--- src/hdl/msqrt_pkg.sv ---
// Shared constants for the modular square root unit.
`default_nettype none
package msqrt_pkg;
   localparam int unsigned SEARCH_LIMIT = 4096;
   localparam int unsigned TRY_BITS     = 13;

   typedef logic [1:0] status_type;
   localparam status_type STATUS_ZERO = 2'd0;
   localparam status_type STATUS_NONE = 2'd1;
   localparam status_type STATUS_TWO  = 2'd2;
endpackage
`default_nettype wire

--- src/hdl/modular_square_root_unit.sv ---
// Modular square root by Cipolla's method around one shared modular multiplier.
//
//  channel  | ports                                   | handshake
//  ---------+-----------------------------------------+------------------------------------
//  request  | req_n_value, req_modulus                | transfer when start && !busy
//  response | rsp_status, rsp_root_small, rsp_root_large | one-cycle strobe on rsp_valid
//
// Every multiplication mod p runs on one double-and-add unit, one bit per cycle. The
// Euler test and each try of the non-residue search are a power of about 2*MOD_BITS
// multiplies; the extension-field power takes up to 10*MOD_BITS multiplies.
// Synchronous active-high reset clears the sequencer and the response strobe.
// busy stays high from the request transfer until the response strobe; the receiver
// cannot stall, so the response is shown for exactly one cycle.
`default_nettype none
module modular_square_root_unit
   import msqrt_pkg::*;
#(
   parameter int unsigned MOD_BITS = 30
) (
   input  wire logic                clock,
   input  wire logic                reset,
   input  wire logic                start,
   output logic                     busy,
   input  wire logic [MOD_BITS-1:0] req_n_value,
   input  wire logic [MOD_BITS-1:0] req_modulus,
   output logic                     rsp_valid,
   output status_type               rsp_status,
   output logic [MOD_BITS-1:0]      rsp_root_small,
   output logic [MOD_BITS-1:0]      rsp_root_large
);
   localparam int unsigned W  = MOD_BITS;
   localparam int unsigned CW = $clog2(MOD_BITS);
   localparam int unsigned SW = 5;

   // sequencer codes
   localparam logic [SW-1:0] S_IDLE  = 5'd0;
   localparam logic [SW-1:0] S_MUL   = 5'd1;
   localparam logic [SW-1:0] S_CHECK = 5'd2;
   localparam logic [SW-1:0] S_RED_D = 5'd3;
   localparam logic [SW-1:0] S_POW   = 5'd4;
   localparam logic [SW-1:0] S_POW_M = 5'd5;
   localparam logic [SW-1:0] S_POW_S = 5'd6;
   localparam logic [SW-1:0] S_POW_Q = 5'd7;
   localparam logic [SW-1:0] S_EUL_D = 5'd8;
   localparam logic [SW-1:0] S_SRCH  = 5'd9;
   localparam logic [SW-1:0] S_SRC_W = 5'd10;
   localparam logic [SW-1:0] S_SRC_D = 5'd11;
   localparam logic [SW-1:0] S_EXT   = 5'd12;
   localparam logic [SW-1:0] S_E1    = 5'd13;
   localparam logic [SW-1:0] S_E2    = 5'd14;
   localparam logic [SW-1:0] S_E3    = 5'd15;
   localparam logic [SW-1:0] S_E4    = 5'd16;
   localparam logic [SW-1:0] S_E5    = 5'd17;
   localparam logic [SW-1:0] S_E6    = 5'd18;
   localparam logic [SW-1:0] S_FIN   = 5'd19;

   localparam logic [W-1:0] ONE = W'(1);

   function automatic logic [W-1:0] add_m(input logic [W-1:0] x, input logic [W-1:0] y,
                                          input logic [W-1:0] m);
      logic [W:0] s;
      s = {1'b0, x} + {1'b0, y};
      if (s >= {1'b0, m}) s = s - {1'b0, m};
      return s[W-1:0];
   endfunction

   function automatic logic [W-1:0] sub_m(input logic [W-1:0] x, input logic [W-1:0] y,
                                          input logic [W-1:0] m);
      return (x >= y) ? (x - y) : (x - y + m);
   endfunction

   logic [SW-1:0] state_ff, state_in, ret_ff, ret_in;
   logic [W-1:0]  p_ff, p_in, n_ff, n_in;
   logic [W-1:0]  mx_ff, mx_in, my_ff, my_in, macc_ff, macc_in;
   logic [CW-1:0] mcnt_ff, mcnt_in;
   logic [W-1:0]  pbase_ff, pbase_in, pr_ff, pr_in, pe_ff, pe_in;
   logic          pret_ff, pret_in;
   logic [W-1:0]  a_ff, a_in, w2_ff, w2_in;
   logic [TRY_BITS-1:0] tries_ff, tries_in;
   logic [W-1:0]  bre_ff, bre_in, bim_ff, bim_in, are_ff, are_in, aim_ff, aim_in;
   logic [W-1:0]  t_ff, t_in, u_ff, u_in;
   logic          sq_ff, sq_in;
   logic          vld_ff, vld_in;
   status_type    st_ff, st_in;
   logic [W-1:0]  lo_ff, lo_in, hi_ff, hi_in;

   logic [W-1:0]  step_dbl, step_sum, xr, xi, other;

   // one double-and-add step of the shared multiplier
   always_comb begin
      step_dbl = add_m(macc_ff, macc_ff, p_ff);
      step_sum = my_ff[W-1] ? add_m(step_dbl, mx_ff, p_ff) : step_dbl;
   end

   assign xr    = sq_ff ? bre_ff : are_ff;
   assign xi    = sq_ff ? bim_ff : aim_ff;
   assign other = p_ff - are_ff;

   always_comb begin
      state_in = state_ff;  ret_in  = ret_ff;
      p_in     = p_ff;      n_in    = n_ff;
      mx_in    = mx_ff;     my_in   = my_ff;   macc_in = macc_ff;  mcnt_in = mcnt_ff;
      pbase_in = pbase_ff;  pr_in   = pr_ff;   pe_in   = pe_ff;    pret_in = pret_ff;
      a_in     = a_ff;      w2_in   = w2_ff;   tries_in = tries_ff;
      bre_in   = bre_ff;    bim_in  = bim_ff;  are_in  = are_ff;   aim_in  = aim_ff;
      t_in     = t_ff;      u_in    = u_ff;    sq_in   = sq_ff;
      vld_in   = 1'b0;      st_in   = st_ff;   lo_in   = lo_ff;    hi_in   = hi_ff;
      mcnt_in  = (state_ff == S_MUL) ? mcnt_ff - CW'(1) : CW'(W - 1);
      if (state_ff != S_MUL) macc_in = '0;

      case (state_ff)
         S_IDLE: begin
            if (start) begin
               p_in     = req_modulus;
               n_in     = req_n_value;
               state_in = S_CHECK;
            end
         end
         S_MUL: begin
            // advance one bit; hand back to the caller after the last
            macc_in = step_sum;
            my_in   = my_ff << 1;
            if (mcnt_ff == '0) state_in = ret_ff;
         end
         S_CHECK: begin
            if (p_ff < W'(3) || !p_ff[0]) begin
               vld_in = 1'b1; st_in = STATUS_NONE; lo_in = '0; hi_in = '0;
               state_in = S_IDLE;
            end else begin
               // n mod p as 1 * n through the multiplier
               mx_in = ONE; my_in = n_ff; ret_in = S_RED_D; state_in = S_MUL;
            end
         end
         S_RED_D: begin
            n_in = macc_ff;
            if (macc_ff == '0) begin
               vld_in = 1'b1; st_in = STATUS_ZERO; lo_in = '0; hi_in = '0;
               state_in = S_IDLE;
            end else begin
               pbase_in = macc_ff; pr_in = ONE; pe_in = p_ff >> 1; pret_in = 1'b0;
               state_in = S_POW;
            end
         end
         S_POW: begin
            if (pe_ff == '0) state_in = pret_ff ? S_SRC_D : S_EUL_D;
            else if (pe_ff[0]) begin
               mx_in = pr_ff; my_in = pbase_ff; ret_in = S_POW_M; state_in = S_MUL;
            end else state_in = S_POW_S;
         end
         S_POW_M: begin
            pr_in = macc_ff; state_in = S_POW_S;
         end
         S_POW_S: begin
            mx_in = pbase_ff; my_in = pbase_ff; ret_in = S_POW_Q; state_in = S_MUL;
         end
         S_POW_Q: begin
            pbase_in = macc_ff; pe_in = pe_ff >> 1; state_in = S_POW;
         end
         S_EUL_D: begin
            if (pr_ff == p_ff - ONE) begin
               vld_in = 1'b1; st_in = STATUS_NONE; lo_in = '0; hi_in = '0;
               state_in = S_IDLE;
            end else begin
               a_in = ONE; tries_in = '0; state_in = S_SRCH;
            end
         end
         S_SRCH: begin
            if (tries_ff == TRY_BITS'(SEARCH_LIMIT - 1) + TRY_BITS'(1) || a_ff >= p_ff) begin
               vld_in = 1'b1; st_in = STATUS_NONE; lo_in = '0; hi_in = '0;
               state_in = S_IDLE;
            end else begin
               mx_in = a_ff; my_in = a_ff; ret_in = S_SRC_W; state_in = S_MUL;
            end
         end
         S_SRC_W: begin
            w2_in    = sub_m(macc_ff, n_ff, p_ff);
            pbase_in = sub_m(macc_ff, n_ff, p_ff);
            pr_in = ONE; pe_in = p_ff >> 1; pret_in = 1'b1; state_in = S_POW;
         end
         S_SRC_D: begin
            if (pr_ff == p_ff - ONE) begin
               bre_in = a_ff; bim_in = ONE; are_in = ONE; aim_in = '0;
               pe_in  = (p_ff >> 1) + ONE;
               state_in = S_EXT;
            end else begin
               a_in = a_ff + ONE; tries_in = tries_ff + TRY_BITS'(1); state_in = S_SRCH;
            end
         end
         S_EXT: begin
            if (pe_ff == '0) state_in = S_FIN;
            else begin
               sq_in = !pe_ff[0]; state_in = S_E1;
            end
         end
         S_E1: begin
            mx_in = xr; my_in = bre_ff; ret_in = S_E2; state_in = S_MUL;
         end
         S_E2: begin
            t_in = macc_ff; mx_in = xi; my_in = bim_ff; ret_in = S_E3; state_in = S_MUL;
         end
         S_E3: begin
            mx_in = w2_ff; my_in = macc_ff; ret_in = S_E4; state_in = S_MUL;
         end
         S_E4: begin
            t_in = add_m(t_ff, macc_ff, p_ff);
            mx_in = xr; my_in = bim_ff; ret_in = S_E5; state_in = S_MUL;
         end
         S_E5: begin
            u_in = macc_ff; mx_in = xi; my_in = bre_ff; ret_in = S_E6; state_in = S_MUL;
         end
         S_E6: begin
            if (sq_ff) begin
               bre_in = t_ff; bim_in = add_m(u_ff, macc_ff, p_ff);
               pe_in = pe_ff >> 1; state_in = S_EXT;
            end else begin
               // multiply done; square the base next
               are_in = t_ff; aim_in = add_m(u_ff, macc_ff, p_ff);
               sq_in = 1'b1; state_in = S_E1;
            end
         end
         S_FIN: begin
            vld_in = 1'b1; state_in = S_IDLE;
            if (are_ff == '0) begin
               st_in = STATUS_ZERO; lo_in = '0; hi_in = '0;
            end else begin
               st_in = STATUS_TWO;
               lo_in = (are_ff < other) ? are_ff : other;
               hi_in = (are_ff < other) ? other : are_ff;
            end
         end
         default: state_in = S_IDLE;
      endcase
   end

   always_ff @(posedge clock) begin
      if (reset) begin
         state_ff <= S_IDLE;
         vld_ff   <= 1'b0;
      end else begin
         state_ff <= state_in;
         vld_ff   <= vld_in;
      end
      ret_ff <= ret_in;   p_ff <= p_in;   n_ff <= n_in;
      mx_ff <= mx_in;     my_ff <= my_in; macc_ff <= macc_in; mcnt_ff <= mcnt_in;
      pbase_ff <= pbase_in; pr_ff <= pr_in; pe_ff <= pe_in; pret_ff <= pret_in;
      a_ff <= a_in;       w2_ff <= w2_in; tries_ff <= tries_in;
      bre_ff <= bre_in;   bim_ff <= bim_in; are_ff <= are_in; aim_ff <= aim_in;
      t_ff <= t_in;       u_ff <= u_in;   sq_ff <= sq_in;
      st_ff <= st_in;     lo_ff <= lo_in; hi_ff <= hi_in;
   end

   assign busy           = (state_ff != S_IDLE);
   assign rsp_valid      = vld_ff;
   assign rsp_status     = st_ff;
   assign rsp_root_small = lo_ff;
   assign rsp_root_large = hi_ff;

   // a response only ever appears once the sequencer is back at rest
   a_rsp_idle: assert property (@(posedge clock) disable iff (reset)
      rsp_valid |-> !busy) else $error("response while busy");
   // a request transfer always starts work
   a_take: assert property (@(posedge clock) disable iff (reset)
      start && !busy |=> busy) else $error("request dropped");
   // no two responses in a row
   a_single: assert property (@(posedge clock) disable iff (reset)
      rsp_valid |=> !rsp_valid) else $error("repeated response");
   // without two roots both roots read zero
   a_zero: assert property (@(posedge clock) disable iff (reset)
      rsp_valid && rsp_status != STATUS_TWO |-> rsp_root_small == '0 && rsp_root_large == '0)
      else $error("stray root");
endmodule
`default_nettype wire

--- config.mk ---
export PLATFORM = sky130hd
export DESIGN_NAME = modular_square_root_unit
export DESIGN_NICKNAME = d
export VERILOG_FILES = /design/src/hdl/msqrt_pkg.sv /design/src/hdl/modular_square_root_unit.sv
export SDC_FILE = /design/constraint.sdc
export NUM_CORES = 2
export LEC_CHECK = 0
export BUFFER_PORTS_ARGS = -buffer_cell sky130_fd_sc_hd__buf_2
export CAP_MARGIN = 20
export CORE_MARGIN = 3
export CORE_UTILIZATION = 60
export CTS_BUF_LIST = sky130_fd_sc_hd__clkbuf_8
export CTS_CLUSTER_SIZE = 14
export DETAILED_ROUTE_END_ITERATION = 7
export PLACE_DENSITY = 0.77
export SYNTH_ARGS = -nofsm -noshare
export SYNTH_HDL_FRONTEND = slang
export SYNTH_SLANG_ARGS = --single-unit
--- constraint.sdc ---
create_clock -name clock -period 16.1 [get_ports clock]
set_input_delay 2.415 -clock clock [delete_from_list [all_inputs] [get_ports clock]]
set_output_delay 2.415 -clock clock [all_outputs]
set_load 0.1 [all_outputs]
==> out/metrics.json <==
{
  "outcome": {
    "status": "finished, final reports clean"
  },
  "flow_run": {
    "drv_cap": 0
  },
  "sta": {
    "report.final.slew_viol_count": 0,
    "worst_relative_slew_slack": 0.08886,
    "period_needed_ps": 10970,
    "worst_clock_skew_ps": 51.67,
    "final.hold.worst_slack_ps": 416.3,
    "setup_ws_ps": 5131,
    "worstMarginPinSlew_ps": 1367,
    "final_hold_viol_count": 0,
    "grt_setup_unrepaired": "no",
    "timing.final.crit_share": 0.6813,
    "totalNegativeSetupSlack_ps": 0,
    "report.final.setup_viol": 0,
    "fmaxAchievable_ghz": 0.09117
  },
  "setup_path": {
    "worst_setup_path_startpoint": "p_ff[15]$_DFFE_PP_",
    "path_buf_inv": 3,
    "critical_path.reg2reg.startpoint": "p_ff[15]$_DFFE_PP_",
    "timing.critical_path.slowest_cell_delay_ps": 970,
    "timing.critical_path.required_ps": 16700,
    "timing.critical_path.arrival_ps": 11570,
    "critPathKind": "reg -> reg",
    "worstSetupStartpointType": "flop",
    "cpLargestDelayFamily": "compound AO/OA/AOI/OAI gates",
    "critical_path.most_common_cell": "a21oi_1",
    "worst_setup_path_end_kind": "flop",
    "worstPathMaxFanout": 24,
    "cp_max_stage_cell": "a2111oi_0"
  },
  "synth": {
    "synth.cell_area_um2": 44220,
    "synth_ff_type": "edfxtp_1",
    "syn_inst": 4695,
    "synthesis.area_per_instance_um2": 9.418,
    "synth_enable_flop_cells": 532,
    "synth_seq_area_share": 0.3798,
    "yosysWarningCount": 0,
    "yosys_register_bits": 573,
    "synth_cell_type_count": 91,
    "synth.net_count": 5135,
    "synthArstFlopShare": 0
  },
  "place": {
    "buffer_ports.inserted": 126,
    "place.detailed.instances": 5678,
    "dpl.hpwl_um": 131800,
    "globalplace.congestion": 1.046,
    "detailed_place.area_um2": 46240,
    "preCtsSetupSlack_ps": 5421
  },
  "clock_network": {
    "ctsHoldBuffers": 0,
    "resized_cells_post_cts": 0,
    "clkSinkCount": 573,
    "maximum_level_of_the_cts_h_tree": 3,
    "cts.root.buffer_cell": "clkbuf_8",
    "numCtsBuffers": 100,
    "insertion_delay_ps": 760,
    "post_cts_buffers": 0,
    "cts.clk_slew.worst_paths_ps": 60,
    "tritoncts_clock_tree": "built",
    "maximum_buffer_depth_of_the_clock_tree": 3
  },
  "cells_and_area": {
    "final-seq-area_um2": 16800,
    "multi_input_area_um2": 25990,
    "finalNetCount": 5272,
    "final_design_area_no_fill_um2": 48180,
    "final-instance-count-excl-fill": 5873,
    "syn2layout_area_growth_pct": 8.961,
    "fillerInstances": 5818,
    "post_route_utilization": 0.6671,
    "layout-drive-gt1-share": 0.1069
  },
  "floorplan": {
    "horizontal_extent_of_the_die_um": 277.5,
    "io_pins": 127,
    "rows": 98,
    "die-area_um2": 76990,
    "initial_utilization": 0.6123,
    "dieHeight_um": 277.5,
    "design.core.area_um2": 72220
  },
  "global_routing": {
    "track_usage": 0.4476,
    "grt_overflow": 0,
    "grt_max_degree": 78,
    "grt_pass1_vias": 37613,
    "global_route_wire_length_before_repair_um": 254200,
    "grt_antenna_before_repair": 9
  },
  "power": {
    "peakVddDrop_mv": 0.2857,
    "power_report.internal_total_mw": 4.495,
    "power_frac_comb": 0.609,
    "p_switching_mw": 4.605,
    "leakage_nw": 19.92,
    "design_power_total_mw": 9.100,
    "pwr-share-clk": 0.145,
    "p_sw_frac": 0.5060,
    "fraction_of_power_consumed_by_sequential_logic": 0.247,
    "p_per_area_nw_per_um2": 188.9
  },
  "route": {
    "route.detailed.vias_per_inst": 7.007,
    "drt_iter0_drc": 6131,
    "drt_wl_total_um": 178300,
    "post_drt_wl_per_cell_um": 30.37,
    "num_vias": 41152,
    "detail-route-antenna-nets": 0,
    "drcViolationCount": 0,
    "drt-pass1-iter-count": 7
  },
  "min_path": {
    "holdCritPathClass": "reg -> reg",
    "holdCritStartpoint": "mcnt_ff[0]$_SDFF_PP1_"
  }
}
==> cell usage after synthesis, drive strengths merged (55+ instances only) <==
cell,n,area [um^2]
a21o,157,1179
a21oi,373,1871
a22oi,73,548.0
a31oi,72,456.7
and2,90,563.0
and3,55,349.1
clkbuf,160,600.6
edfxtp,532,15980
ha,367,4592
inv,219,822.0
mux2,79,889.6
mux2i,151,1511
nand2,421,1580
nand3,114,570.6
nand4,63,394.1
nor2,355,1333
nor3,74,375.4
o21ai,269,1346
xnor2,215,1883
xor2,114,998.5
==> layout by cell type, fill, tap and decap left out, types with 79 or more instances in the layout <==
master / instances
nand2_1: 420
a21oi_1: 371
buf_2: 126
xnor2_1: 215
nor2_1: 346
edfxtp_1: 532
inv_1: 260
ha_1: 367
nand3_1: 112
o21ai_0: 267
mux2_2: 79
xor2_1: 114
a21o_1: 157
clkbuf_8: 103
and2_1: 89
mux2i_1: 151
buf_4: 107
==> power by group through the flow <==
stage	clock [mW]	sequential, mW	combinational, mW
2_1_floorplan	0	2.58	3.43
3_3_place_gp	0	2.25	5.28
3_5_place_dp	0	2.26	5.30
4_1_cts	1.32	2.23	5.33
5_1_grt	1.38	2.25	5.87
6_report	1.32	2.25	5.54
==> worst paths after layout <==
kind                                               to  slack (ps)  depth (start not counted)
worst min register to register  mcnt_ff[0]$_SDFF_PP1_         420                          1
worst max-delay path            macc_ff[1]$_SDFF_PP0_        5130                         31
worst max register to register  macc_ff[1]$_SDFF_PP0_        5130                         31
worst min-delay path            mcnt_ff[0]$_SDFF_PP1_         420                          1
==> routing by layer <==
layer	track usage	wire (um)	vias up
li1	-	-	17980
met1	0.5757	64380	19367
met2	0.6398	72820	3102
met3	0.1405	26120	701
met4	0.3129	15010	2
met5	0	13	-
==> cell families after synthesis <==
logic type                 synth area share
adders and majority gates            0.1084
AOI/OAI and AO/OA                    0.2074
muxes                               0.05430
and+or+nand+nor                      0.1483
xor gates and xnor gates            0.06517
DFF                                  0.3798
buffers and inverters               0.03667
==> final cells by class <==
| type | instances | share of cell area |
|---|---|---|
| multi-input combinational | 3702 | 0.5395 |
| sequential | 573 | 0.3486 |
| timing repair buffer | 235 | 0.03028 |
| clock buffer | 103 | 0.02942 |
| tap | 950 | 0.02467 |
| inverter | 220 | 0.01714 |
| clock inverter | 78 | 0.009738 |
| antenna | 12 | 0.0006232 |
Power figures use the tool's default switching activity.
